## config.mk

```make
export PLATFORM = sky130hd
export DESIGN_NAME = bppl_ram
export DESIGN_NICKNAME = d
export VERILOG_FILES = /design/src/sv/bppl_ram.sv
export SDC_FILE = /design/constraint.sdc
export NUM_CORES = 1
export LEC_CHECK = 0
export CORE_ASPECT_RATIO = 2
export CORE_UTILIZATION = 57
export DETAILED_ROUTE_END_ITERATION = 16
export DONT_BUFFER_PORTS = 1
export PLACE_DENSITY = 0.81
export SKIP_LAST_GASP = 1
export SYNTH_ARGS = -nofsm -noshare
export SYNTH_HDL_FRONTEND = slang
export SYNTH_SLANG_ARGS = --single-unit
export TNS_END_PERCENT = 30
```

## constraint.sdc

```tcl
create_clock -name i_clk -period 3.4 [get_ports i_clk]
set_clock_uncertainty 0.05 [all_clocks]
set_input_delay 0.34 -clock i_clk [delete_from_list [all_inputs] [get_ports i_clk]]
set_output_delay 0.34 -clock i_clk [all_outputs]
set_load 0.1 [all_outputs]
```

## src/sv/bppl_ram.sv

```systemverilog
// Generic single-port-write, single-port-read RAM with registered read data.
`default_nettype none
module bppl_ram #(
    parameter int DEPTH = 16,
    parameter int WIDTH = 32
) (
    input  wire logic                     i_clk,
    input  wire logic                     i_we,
    input  wire logic [$clog2(DEPTH)-1:0] i_waddr,
    input  wire logic [WIDTH-1:0]         i_wdata,
    input  wire logic                     i_re,
    input  wire logic [$clog2(DEPTH)-1:0] i_raddr,
    output logic      [WIDTH-1:0]         o_rdata
);

    logic [WIDTH-1:0] r_mem [DEPTH];

    // Write port
    always_ff @(posedge i_clk) begin
        if (i_we) begin
            r_mem[i_waddr] <= i_wdata;
        end
    end

    // Read port, data registered while the read enable is high
    always_ff @(posedge i_clk) begin
        if (i_re) begin
            o_rdata <= r_mem[i_raddr];
        end
    end

endmodule
`default_nettype wire

```

==> flow_metrics.env <==
export IMPL_status="completed"
export IMPL_netSwitchingPower_mw=2.81
export IMPL_synth_simple_gate_area_share_pct=1.25
export IMPL_clockBufferDepth=3
export IMPL_nNetsFinal=938
export IMPL_setup_violations=0
export IMPL_fp_dieH_um=268
export IMPL_ios=75
export IMPL_drive_gt1_share_pct=25.3
export IMPL_p_leak_nw=7.04
export IMPL_min_period_over_period_pct=59.2
export IMPL_fp_row_count=97
export IMPL_total_power_mw=13.4
export IMPL_clockPowerShare_pct=37.5
export IMPL_synthCells=838
export IMPL_via_per_inst=6.70
export IMPL_core_area_um2=35000
export IMPL_synth_compound_area_share_pct=2.38
export IMPL_cts_resized_gates=0
export IMPL_grt_max_degree=129
export IMPL_clock_latency_ns=0.55
export IMPL_grt_ovfl_total=0
export IMPL_yosys_warnings=0
export IMPL_p_int_mw=10.6
export IMPL_worstPathArrival_ns=2.15
export IMPL_postSynthAreaPerCell_um2=24.1
export IMPL_period_needed_ns=2.01
export IMPL_dpl_hpwl_um=21500
export IMPL_sw_frac_of_total_pct=20.9
export IMPL_htreeDepth=2
export IMPL_placedCellCount=1261
export IMPL_fin_tns_setup_ns=0
export IMPL_antenna_found_initial=0
export IMPL_hold_viol_final=0
export IMPL_drv_cap=0
export IMPL_place_gp_congestion=0.731
export IMPL_route_detailed_drc=0
export IMPL_critPathLaunchType="primary input"
export IMPL_p_comb_share_pct=4.0
export IMPL_wl_per_cell_um=30.8
export IMPL_ir_drop_mv=0.451
export IMPL_r2r_cells=3
export IMPL_synth_cell_area_um2=20200
export IMPL_synth_xor_area_share_pct=0
export IMPL_synth_cell_types=17
export IMPL_worstMarginPinSlew_ns=0.977
export IMPL_grtUsageTotal_pct=24.7
export IMPL_grt_pass1_vias=9735
export IMPL_wirelength_um=42200
export IMPL_synth_edf_count=544
export IMPL_start_util_pct=57.7
export IMPL_first_iter_violations=854
export IMPL_die_w_um=135
export IMPL_vias=9177
export IMPL_pwr_share_seq_pct=58.5
export IMPL_maxSlewViolCount=0
export IMPL_holdPathStages=1
export IMPL_synth_top_family_by_area="multiplexers"
export IMPL_seq_area_frac_synth_pct=81.0
export IMPL_cp_max_fo=9
export IMPL_criticalPathCategory="primary input to flip-flop"
export IMPL_drt_first_pass_iters=5
export IMPL_syn_to_final_growth_pct=12.0
export IMPL_async_flop_share_pct=0
export IMPL_max_slew_margin_pct=34.7
export IMPL_cts_root_buffer="clkbuf_16"
export IMPL_fin_cells=1369
export IMPL_final_antenna_net_count=0
export IMPL_dieArea_um2=36200
export IMPL_rsz0062_at_grt="no"
export IMPL_power_density_nw_per_um2=593
export IMPL_cp_end_kind="flip-flop"
export IMPL_antenna_cells=0
export IMPL_synth_seq_cells=544
export IMPL_hold_path_class="primary input to flip-flop"
export IMPL_required_ns=3.54
export IMPL_cts_buffers=42
export IMPL_cts_sinks=544
export IMPL_synth_flop_cell="edfxtp_1"
export IMPL_synth_adder_area_share_pct=0
export IMPL_grt_pass1_wl_um=62600
export IMPL_io_buffers=0
export IMPL_fmax_mhz=497
export IMPL_cts_tree="built"
export IMPL_path_clk_slew_ns=0.07
export IMPL_synthMuxAreaShare_pct=14.3
export IMPL_syn_num_nets=881
## synth_stat cells (all sizes together), types with 2 or more instances
cell type  count  share of area [%]
nand2b         2              0.062
nor2          13               0.24
nor3           4              0.099
nand3b         2              0.074
mux4         128                 14
nor2b          2              0.062
a22oi         64                2.4
clkbuf        17               0.32
nand2         33               0.61
buf           26               0.79
edfxtp       544                 81
## power by group through the flow
stage | sequential, mW | combinational (mW) | clock [mW]
final | 7.85 | 0.531 | 5.02
after global routing | 7.85 | 0.560 | 5.28
after CTS | 7.85 | 0.530 | 5.06
after detailed placement | 7.99 | 0.396 | 0
after global placement | 7.98 | 0.386 | 0
after floorplan | 7.97 | 0.361 | 0
## per-layer routing
layer / GRT usage, % / wire length, um
met5: 0 / 0
met4: 12.3 / 1800
met3: 4.98 / 3170
met2: 42.8 / 22800
met1: 29.2 / 14500
## worst max-delay path: stages
cell and delay, ns:
dlygate4sd3_1 0.62, nor3_4 0.29, dlygate4sd3_1 0.91
## layout make-up
type	count	area (um^2)
fill	2152	12400
tap	445	557
clock inverter	22	244
clock buffer	51	1150
timing repair buffer	56	551
sequential	544	16300
multi-input combinational	251	3760
## stage by stage
step	hold WS (ns)	instance area, um^2	util [%]	setup WS, ns
after floorplan	0.389	20200	-	0.131
after global placement	0.389	20800	59.6	1.20
after detailed placement	0.389	20800	59.6	1.14
after CTS	0.110	22600	64.6	1.42
after global routing	0.119	22600	64.6	1.38
final	0.121	22600	64.6	1.39
## state kept, by name, summed over array words and instances, names as in the netlist
register / count
r_mem: 512
o_rdata: 32
## cell families after synthesis
logic type / count (synthesis)
buffers and inverters: 43
AO/OA/AOI/OAI: 64
multiplexers: 128
AND/OR/NAND/NOR: 59
flip-flops: 544
## cells in the final DEF, fill, tap and decap left out, types with 4 or more instances in the layout
cell,count
dlygate4sd3_1,34
nand2_1,33
clkbuf_1,6
edfxtp_1,544
clkinv_2,9
mux4_2,128
clkbuf_16,45
a22oi_1,64
buf_4,19
nor2_4,13
clkinv_1,4
bufinv_16,5
## repair_timing
| item | in CTS | in global routing |
|---|---|---|
| buffers inserted | 0 | 0 |
| endpoints found under the hold margin | 553 | 0 |
| hold buffers | 35 | 0 |
## final timing paths
path                           startpoint                    end  slack, ns
hold reg to reg   r_mem[12][21]$_DFFE_PP_  o_rdata[21]$_DFFE_PP_       0.69
setup reg to reg   r_mem[2][14]$_DFFE_PP_  o_rdata[14]$_DFFE_PP_       1.73
setup / recovery               i_waddr[0]  r_mem[0][7]$_DFFE_PP_       1.39
hold / removal                       i_re   o_rdata[0]$_DFFE_PP_       0.12
No activity file was read; power rests on OpenSTA's default activity.
