[config.mk]
export PLATFORM = sky130hd
export DESIGN_NAME = bppl_seq
export DESIGN_NICKNAME = d
export VERILOG_FILES = /design/src/sv/bppl_pkg.sv /design/src/sv/bppl_seq.sv
export SDC_FILE = /design/constraint.sdc
export NUM_CORES = 1
export LEC_CHECK = 0
export ABC_AREA = 0
export BUFFER_PORTS_ARGS = -buffer_cell sky130_fd_sc_hd__clkbuf_2
export CAP_MARGIN = 20
export CORE_AREA = 4 4 146 218
export DETAILED_ROUTE_END_ITERATION = 10
export DIE_AREA = 0 0 150 222
export PLACE_DENSITY_LB_ADDON = 0.1
export SETUP_SLACK_MARGIN = 0.5
export SLEW_MARGIN = 20
export SYNTH_ARGS = -nofsm -noshare
export SYNTH_HDL_FRONTEND = slang
export SYNTH_SLANG_ARGS = --single-unit
[constraint.sdc]
create_clock -name i_clk -period 9.4 [get_ports i_clk]
set_input_delay 0.94 -clock i_clk [delete_from_list [all_inputs] [get_ports i_clk]]
set_output_delay 0.94 -clock i_clk [all_outputs]
set_load 0.005 [all_outputs]
[src/sv/bppl_pkg.sv]
// Package for the banded plane piece locator: sizes, codes and shared structs.
`default_nettype none
package bppl_pkg;

    // Table sizes
    localparam int MAX_BANDS  = 16;
    localparam int MAX_CUTS   = 16;

    // Field widths
    localparam int COORD_W    = 32;
    localparam int BAND_FW    = 5;
    localparam int SLOT_FW    = 4;
    localparam int REQ_W      = 2;
    localparam int BCOUNT_W   = 5;
    localparam int TOL_W      = 31;
    localparam int PIECE_W    = 9;
    localparam int CFG_IDX_W  = 2;

    // Derived storage sizes
    localparam int BB_DEPTH   = MAX_BANDS + 1;
    localparam int BB_AW      = $clog2(BB_DEPTH);
    localparam int BAND_IW    = $clog2(MAX_BANDS);
    localparam int SLOT_IW    = $clog2(MAX_CUTS);
    localparam int CT_DEPTH   = MAX_BANDS * MAX_CUTS;
    localparam int CT_AW      = BAND_IW + SLOT_IW;
    localparam int CNT_W      = $clog2(MAX_CUTS + 1);

    // Request codes
    typedef enum logic [REQ_W-1:0] {
        REQ_BOUND  = 2'd0,
        REQ_CUT    = 2'd1,
        REQ_COUNT  = 2'd2,
        REQ_LOCATE = 2'd3
    } t_req;

    // Configuration register indexes
    typedef enum logic [CFG_IDX_W-1:0] {
        CFG_X_BEGIN    = 2'd0,
        CFG_X_END      = 2'd1,
        CFG_BAND_COUNT = 2'd2,
        CFG_TOLERANCE  = 2'd3
    } t_cfg_idx;

    // Configuration as seen by the sequencer
    typedef struct packed {
        logic [COORD_W-1:0]  x_begin;
        logic [COORD_W-1:0]  x_end;
        logic [BCOUNT_W-1:0] band_count;
        logic [TOL_W-1:0]    tolerance;
    } t_cfg;

    // Boundary memory ports
    typedef struct packed {
        logic               we;
        logic [BB_AW-1:0]   addr;
        logic [COORD_W-1:0] data;
    } t_bb_wr;

    typedef struct packed {
        logic             re;
        logic [BB_AW-1:0] addr;
    } t_bb_rd;

    // Cut memory ports
    typedef struct packed {
        logic               we;
        logic [CT_AW-1:0]   addr;
        logic [COORD_W-1:0] data;
    } t_ct_wr;

    typedef struct packed {
        logic             re;
        logic [CT_AW-1:0] addr;
    } t_ct_rd;

endpackage
`default_nettype wire

[src/sv/bppl_seq.sv]
// Sequencer: load writes, band walk, x slot walk, cut counts and result register.
`default_nettype none
module bppl_seq (
    input  wire logic                         i_clk,
    input  wire logic                         i_rst_n,
    input  wire bppl_pkg::t_cfg               i_cfg,
    // request channel
    input  wire logic                         i_in_valid,
    output logic                              o_in_stall,
    input  wire logic [bppl_pkg::REQ_W-1:0]   i_req_type,
    input  wire logic [bppl_pkg::BAND_FW-1:0] i_band,
    input  wire logic [bppl_pkg::SLOT_FW-1:0] i_slot,
    input  wire logic [bppl_pkg::COORD_W-1:0] i_value,
    input  wire logic [bppl_pkg::COORD_W-1:0] i_point_x,
    input  wire logic [bppl_pkg::COORD_W-1:0] i_point_y,
    // result channel
    output logic                              o_out_valid,
    input  wire logic                         i_out_stall,
    output logic [bppl_pkg::PIECE_W-1:0]      o_piece_id,
    output logic                              o_above_bands,
    // memories
    output bppl_pkg::t_bb_wr                  o_bb_wr,
    output bppl_pkg::t_bb_rd                  o_bb_rd,
    input  wire logic [bppl_pkg::COORD_W-1:0] i_bb_rdata,
    output bppl_pkg::t_ct_wr                  o_ct_wr,
    output bppl_pkg::t_ct_rd                  o_ct_rd,
    input  wire logic [bppl_pkg::COORD_W-1:0] i_ct_rdata
);
    import bppl_pkg::*;

    typedef enum logic [2:0] {
        S_IDLE,
        S_Y_BASE,
        S_Y_WALK,
        S_X_START,
        S_X_WALK,
        S_DONE
    } t_state;

    t_state               r_state, n_state;
    logic [COORD_W-1:0]   r_px, n_px;
    logic [COORD_W-1:0]   r_py, n_py;
    logic [COORD_W-1:0]   r_prev, n_prev;
    logic [BAND_IW-1:0]   r_k, n_k;
    logic [CNT_W-1:0]     r_n, n_n;
    logic [CNT_W-1:0]     r_j, n_j;
    logic [PIECE_W-1:0]   r_total, n_total;
    logic [PIECE_W-1:0]   r_res_piece, n_res_piece;
    logic                 r_res_above, n_res_above;
    logic                 r_out_valid, n_out_valid;
    logic [PIECE_W-1:0]   r_out_piece, n_out_piece;
    logic                 r_out_above, n_out_above;

    logic [CNT_W-1:0]     r_cnt [MAX_BANDS];
    logic                 cnt_we;
    logic [BAND_IW-1:0]   cnt_idx;
    logic [CNT_W-1:0]     cnt_val;
    logic [CNT_W-1:0]     cnt_rd;

    logic                 accept;
    logic                 band_ok;
    logic [BAND_IW-1:0]   last_k;
    logic signed [COORD_W:0] y_diff;
    logic signed [COORD_W:0] x_diff;
    logic signed [COORD_W:0] tol_ext;
    logic                 y_bottom;
    logic                 x_left;
    logic [COORD_W-1:0]   x_hi;
    logic                 y_hit;
    logic                 x_hit;
    logic                 out_free;

    assign accept     = i_in_valid && (r_state == S_IDLE);
    assign o_in_stall = (r_state != S_IDLE);
    assign out_free   = !r_out_valid || !i_out_stall;
    assign band_ok    = (i_band != '0) && (i_band <= BAND_FW'(MAX_BANDS));
    assign cnt_rd     = r_cnt[r_k];

    // Index of the last band in use, band count clamped into range
    always_comb begin
        priority if (i_cfg.band_count == '0) begin
            last_k = '0;
        end else if (i_cfg.band_count > BCOUNT_W'(MAX_BANDS)) begin
            last_k = BAND_IW'(MAX_BANDS - 1);
        end else begin
            last_k = BAND_IW'(i_cfg.band_count - BCOUNT_W'(1));
        end
    end

    // Edge tolerance tests, exact in one extra bit
    assign tol_ext  = $signed({{(COORD_W + 1 - TOL_W){1'b0}}, i_cfg.tolerance});
    assign y_diff   = $signed({r_py[COORD_W-1], r_py})
                    - $signed({i_bb_rdata[COORD_W-1], i_bb_rdata});
    assign x_diff   = $signed({r_px[COORD_W-1], r_px})
                    - $signed({i_cfg.x_begin[COORD_W-1], i_cfg.x_begin});
    assign y_bottom = (y_diff <= tol_ext);
    assign x_left   = (x_diff < tol_ext);

    // Interval tests against the previous bound and the word just read
    assign y_hit = ($signed(r_py) > $signed(r_prev)) && ($signed(r_py) <= $signed(i_bb_rdata));
    assign x_hi  = (r_j == r_n) ? i_cfg.x_end : i_ct_rdata;
    assign x_hit = ($signed(r_px) > $signed(r_prev)) && ($signed(r_px) <= $signed(x_hi));

    // Cut count value, saturated
    always_comb begin
        priority if (i_value[COORD_W-1]) begin
            cnt_val = '0;
        end else if ($signed(i_value) > $signed(COORD_W'(MAX_CUTS))) begin
            cnt_val = CNT_W'(MAX_CUTS);
        end else begin
            cnt_val = i_value[CNT_W-1:0];
        end
    end

    assign cnt_idx = BAND_IW'(i_band - BAND_FW'(1));

    // Next state and memory requests
    always_comb begin
        n_state     = r_state;
        n_px        = r_px;
        n_py        = r_py;
        n_prev      = r_prev;
        n_k         = r_k;
        n_n         = r_n;
        n_j         = r_j;
        n_total     = r_total;
        n_res_piece = r_res_piece;
        n_res_above = r_res_above;
        n_out_valid = r_out_valid && i_out_stall;
        n_out_piece = r_out_piece;
        n_out_above = r_out_above;
        o_bb_wr     = '0;
        o_bb_rd     = '0;
        o_ct_wr     = '0;
        o_ct_rd     = '0;
        cnt_we      = 1'b0;

        unique case (r_state)
            S_IDLE: begin
                if (accept) begin
                    unique case (t_req'(i_req_type))
                        REQ_BOUND: begin
                            if (i_band <= BAND_FW'(MAX_BANDS)) begin
                                o_bb_wr = '{we: 1'b1, addr: BB_AW'(i_band), data: i_value};
                            end
                        end
                        REQ_CUT: begin
                            if (band_ok) begin
                                o_ct_wr = '{we: 1'b1, addr: {cnt_idx, SLOT_IW'(i_slot)},
                                            data: i_value};
                            end
                        end
                        REQ_COUNT: begin
                            cnt_we = band_ok;
                        end
                        REQ_LOCATE: begin
                            o_bb_rd = '{re: 1'b1, addr: '0};
                            n_px    = i_point_x;
                            n_py    = i_point_y;
                            n_k     = '0;
                            n_total = '0;
                            n_state = S_Y_BASE;
                        end
                        default: begin
                        end
                    endcase
                end
            end

            // Lowest boundary: bottom edge with tolerance
            S_Y_BASE: begin
                if (y_bottom) begin
                    n_n     = cnt_rd;
                    n_state = S_X_START;
                end else begin
                    n_prev  = i_bb_rdata;
                    o_bb_rd = '{re: 1'b1, addr: BB_AW'(1)};
                    n_state = S_Y_WALK;
                end
            end

            // One band per cycle, piece counts summed on the way up
            S_Y_WALK: begin
                priority if (y_hit) begin
                    n_n     = cnt_rd;
                    n_state = S_X_START;
                end else if (r_k == last_k) begin
                    n_res_piece = '0;
                    n_res_above = 1'b1;
                    n_state     = S_DONE;
                end else begin
                    n_total = r_total + PIECE_W'(cnt_rd) + PIECE_W'(1);
                    n_prev  = i_bb_rdata;
                    n_k     = r_k + BAND_IW'(1);
                    o_bb_rd = '{re: 1'b1, addr: BB_AW'(r_k) + BB_AW'(2)};
                end
            end

            // Left edge or empty band gives slot zero
            S_X_START: begin
                if (x_left || (r_n == '0)) begin
                    n_res_piece = r_total;
                    n_res_above = 1'b0;
                    n_state     = S_DONE;
                end else begin
                    o_ct_rd = '{re: 1'b1, addr: {r_k, SLOT_IW'(0)}};
                    n_prev  = i_cfg.x_begin;
                    n_j     = '0;
                    n_state = S_X_WALK;
                end
            end

            // One slot per cycle; last slot closes at x_end
            S_X_WALK: begin
                priority if (x_hit) begin
                    n_res_piece = r_total + PIECE_W'(r_j);
                    n_res_above = 1'b0;
                    n_state     = S_DONE;
                end else if (r_j == r_n) begin
                    n_res_piece = r_total;
                    n_res_above = 1'b0;
                    n_state     = S_DONE;
                end else begin
                    n_prev  = i_ct_rdata;
                    n_j     = r_j + CNT_W'(1);
                    o_ct_rd = '{re: 1'b1, addr: {r_k, SLOT_IW'(r_j + CNT_W'(1))}};
                end
            end

            // Hand the result to the output register once it is free
            S_DONE: begin
                if (out_free) begin
                    n_out_valid = 1'b1;
                    n_out_piece = r_res_piece;
                    n_out_above = r_res_above;
                    n_state     = S_IDLE;
                end
            end

            default: begin
                n_state = S_IDLE;
            end
        endcase
    end

    // State and registered outputs
    always_ff @(posedge i_clk) begin
        if (!i_rst_n) begin
            r_state     <= S_IDLE;
            r_out_valid <= 1'b0;
        end else begin
            r_state     <= n_state;
            r_out_valid <= n_out_valid;
        end
        r_px        <= n_px;
        r_py        <= n_py;
        r_prev      <= n_prev;
        r_k         <= n_k;
        r_n         <= n_n;
        r_j         <= n_j;
        r_total     <= n_total;
        r_res_piece <= n_res_piece;
        r_res_above <= n_res_above;
        r_out_piece <= n_out_piece;
        r_out_above <= n_out_above;
    end

    // Cut counts per band, cleared on reset
    always_ff @(posedge i_clk) begin
        if (!i_rst_n) begin
            for (int b = 0; b < MAX_BANDS; b++) begin
                r_cnt[b] <= '0;
            end
        end else if (cnt_we) begin
            r_cnt[cnt_idx] <= cnt_val;
        end
    end

    assign o_out_valid   = r_out_valid;
    assign o_piece_id    = r_out_piece;
    assign o_above_bands = r_out_above;

endmodule
`default_nettype wire

==> flow_summary_export.csv <==
group,metric,value,unit
outcome,status,"complete, no violations",
yosys,synth_flop_cell,"edfxtp_1",
worst_hold_path,holdCritPathClass,"flip-flop to flip-flop",
yosys,ys.warnings.count,0,
global_route,antenna_found_initial,6,
setup_path,critPathLaunch,"i_bb_rdata[0]",
global_route,grt_pass1_vias,16700,
clock_network,clkTransAtPathRegs,0.06,ns
setup_path,r2r_cells,23,
clock_network,cts_hold_buf,0,
clock_network,cts-root-buf,"clkbuf_16",
yosys,syn-cell-area,0.01806,sq mm
placed_design,dp_hpwl,50030,microns
cells_and_area,stdcell_area,0.02116,sq mm
timing,rsz0062_at_grt,"false",
setup_path,crit_path_top_delay_cell,"a21oi_1",
setup_path,r2r-start,"r_px[0]",
floorplan,die-area,0.03330,sq mm
cells_and_area,fill_cells,2400,
yosys,ys_seq_elements,227,
floorplan,coreArea,0.03006,sq mm
setup_path,path_class,"input pin to primary output",
route,drt-initial-drc-count,1148,
route,num_vias,16120,
placed_design,place_area,0.02035,sq mm
clock_network,cts_resized,0,
setup_path,critPathRequiredTime,8.46,ns
setup_path,worst_setup_path_end_kind,"primary output",
timing,finalSetupTns,0,ns
clock_network,cts_sinks,227,
worst_hold_path,hold_depth,0,
route,wl_per_cell,23.21,microns
clock_network,clockBufferDepth,3,
route,first_pass_iters,8,
cells_and_area,regArea,0.006736,sq mm
route,routed_wl,60810,microns
yosys,async_reset_ff_share,0,%
global_route,grt-ovfl-total,0,
placed_design,gp_congestion,1.008,
floorplan,initial_utilization,60.09,%
timing,final-setup-viol-count,0,
clock_network,clk_latency,0.54,ns
route,drc,0,
clock_network,cts_max_level,1,
clock_network,cts_tree,"yes",
power,power_density,208.1,mW/mm^2
cells_and_area,areaGrowthSynthToFinish,17.15,%
global_route,grt_util_all_layers,35.61,%
setup_path,cp_max_fo,4,
route,drtAntennaViolNets,0,
yosys,ys_types,85,
floorplan,fp.dieW,150,microns
route,via_per_inst,6.152,
yosys,synthesis.nets,2358,
setup_path,crit_path_start_kind,"input pin",
cells_and_area,drive_above_1_share,21.77,%
worst_hold_path,hp-start,"r_res_piece[7]",
cells_and_area,postLayoutCoreUtil,70.39,%
yosys,syn_inst,1837,
setup_path,arrival,6.02,ns
timing,post-route-period-util,74.07,%
global_route,grt_pass1_wl,90850,microns
cells_and_area,layout.nets,2721,
clock_network,cts_made_buffers,24,
timing,relSlewSlack,30.63,%
timing,final.min_clock_period,6.963,ns
power,peakVddDrop,161.5,uV
placed_design,dpl_worst_slack,2.604,ns
timing,skew,0.01549,ns
floorplan,chipHeight,222,microns
setup_path,critical-path-max-stage-delay,0.42,ns
timing,tightest_slew,1.031,ns
run,max_cap_violations,0,
clock_network,cts_setup_buffers,0,
timing,hold_viol_final,0,
yosys,syn_avg_cell_area,9.832,sq um
yosys,synth-edff-count,219,
floorplan,ios,381,
placed_design,portBuffers,380,
timing,fmax,143.6,MHz
yosys,yosysSeqAreaShare,37.30,%
floorplan,placementRows,78,
power,p_leak,9.684,nW
timing,slew_violations,0,
global_route,grt_max_degree,70,
timing,worst_slack,2.437,ns
cells_and_area,multi_input_area,0.01053,sq mm
## flip-flops by register name, summed over array words and instances, names as in the netlist, 5 cells and up, named ones only
name	cells
r_res_piece	9
r_cnt	80
r_total	9
r_j	5
o_piece_id	9
r_py	32
r_n	5
r_px	32
r_prev	32
## placed cells by master, fill, tap and decap left out, types with 61 or more instances in the layout
master,n
clkbuf_2,380
ha_1,242
edfxtp_1,219
nor2_1,164
inv_1,164
a21oi_1,126
nand2_1,108
and2_1,73
xnor2_1,62
a21o_1,61
## area by class of cell
class / instances / area share (%)
multi-input combinational: 1393 / 49.74
sequential: 227 / 31.84
timing repair buffer: 390 / 9.343
clock buffer: 28 / 3.010
inverter: 164 / 2.909
tap: 400 / 2.365
clock inverter: 12 / 0.7214
antenna: 6 / 0.07096
## worst max-delay path: cells and delay by family
kind	cells	cell delay (ns)
xor+xnor	1	0.17
buf+inv	3	0.29
simple gates	6	1.20
fa+ha+maj	3	0.90
compound gates	12	2.52
## power by group
part	total, mW	internal, mW	leakage, nW	switching, mW
clock network	0.974	0.567	0.376	0.407
logic	1.96	0.795	7.13	1.16
registers	1.47	1.35	2.17	0.126
## path summary, 6_finish.rpt
| path | slack [ns] | end |
|---|---|---|
| hold / removal | 0.42 | o_piece_id[7] |
| hold reg to reg | 0.42 | o_piece_id[7] |
| setup / recovery | 2.44 | o_bb_rd[5] |
| setup reg to reg | 3.34 | r_res_above |
## synth_stat cells (11+ instances only)
library cell / instances / area [sq um]
ha_1: 242 / 3028
edfxtp_1: 219 / 6576
nor2_1: 165 / 619.3
inv_1: 164 / 615.6
a21oi_1: 127 / 635.6
nand2_1: 108 / 405.4
and2_1: 73 / 456.7
xnor2_1: 62 / 543.0
a21o_1: 61 / 457.9
o21ai_0: 56 / 280.3
nor3_1: 51 / 255.2
nand3_1: 47 / 235.2
clkbuf_1: 44 / 165.2
nand4_1: 38 / 237.7
mux2i_1: 34 / 340.3
a221o_1: 32 / 320.3
nor2b_1: 26 / 162.7
mux4_2: 25 / 563.0
xor2_1: 23 / 201.4
nand2b_1: 19 / 118.9
o211ai_1: 17 / 127.6
nor4_1: 15 / 93.84
a31oi_1: 13 / 81.33
o21ai_1: 13 / 65.06
or3_1: 12 / 75.07
and3_1: 11 / 68.82
## per-stage QoR
step           total power, mW  cells  hold slack (ns)
2_1_floorplan            2.764   1837           0.4003
3_3_place_gp             3.343   2574           0.4011
3_5_place_dp             3.405   2574           0.4052
4_1_cts                  4.387   2614           0.4198
5_1_grt                  4.648   2619           0.4303
6_report                 4.403   2620           0.4193
## cell families (layout without fill, tap and decap cells)
kind of cell	Yosys count	after routing	share of synthesized area, %
xor+xnor	85	85	4.122
flops	227	227	37.30
mux	62	62	5.189
fa+ha+maj	246	246	17.21
other cells	0	6	0
buf+inv	217	594	4.572
compound gates	400	400	14.88
simple gates	600	600	16.73
## routing by layer
metal	vias to the layer above	wire length, microns	track usage (%)
li1	7517	-	-
met1	7613	20210	37.01
met2	789	32020	65.71
met3	197	3927	4.560
met4	2	4635	23.25
met5	-	13	0
(Power assumes the default switching activity.)
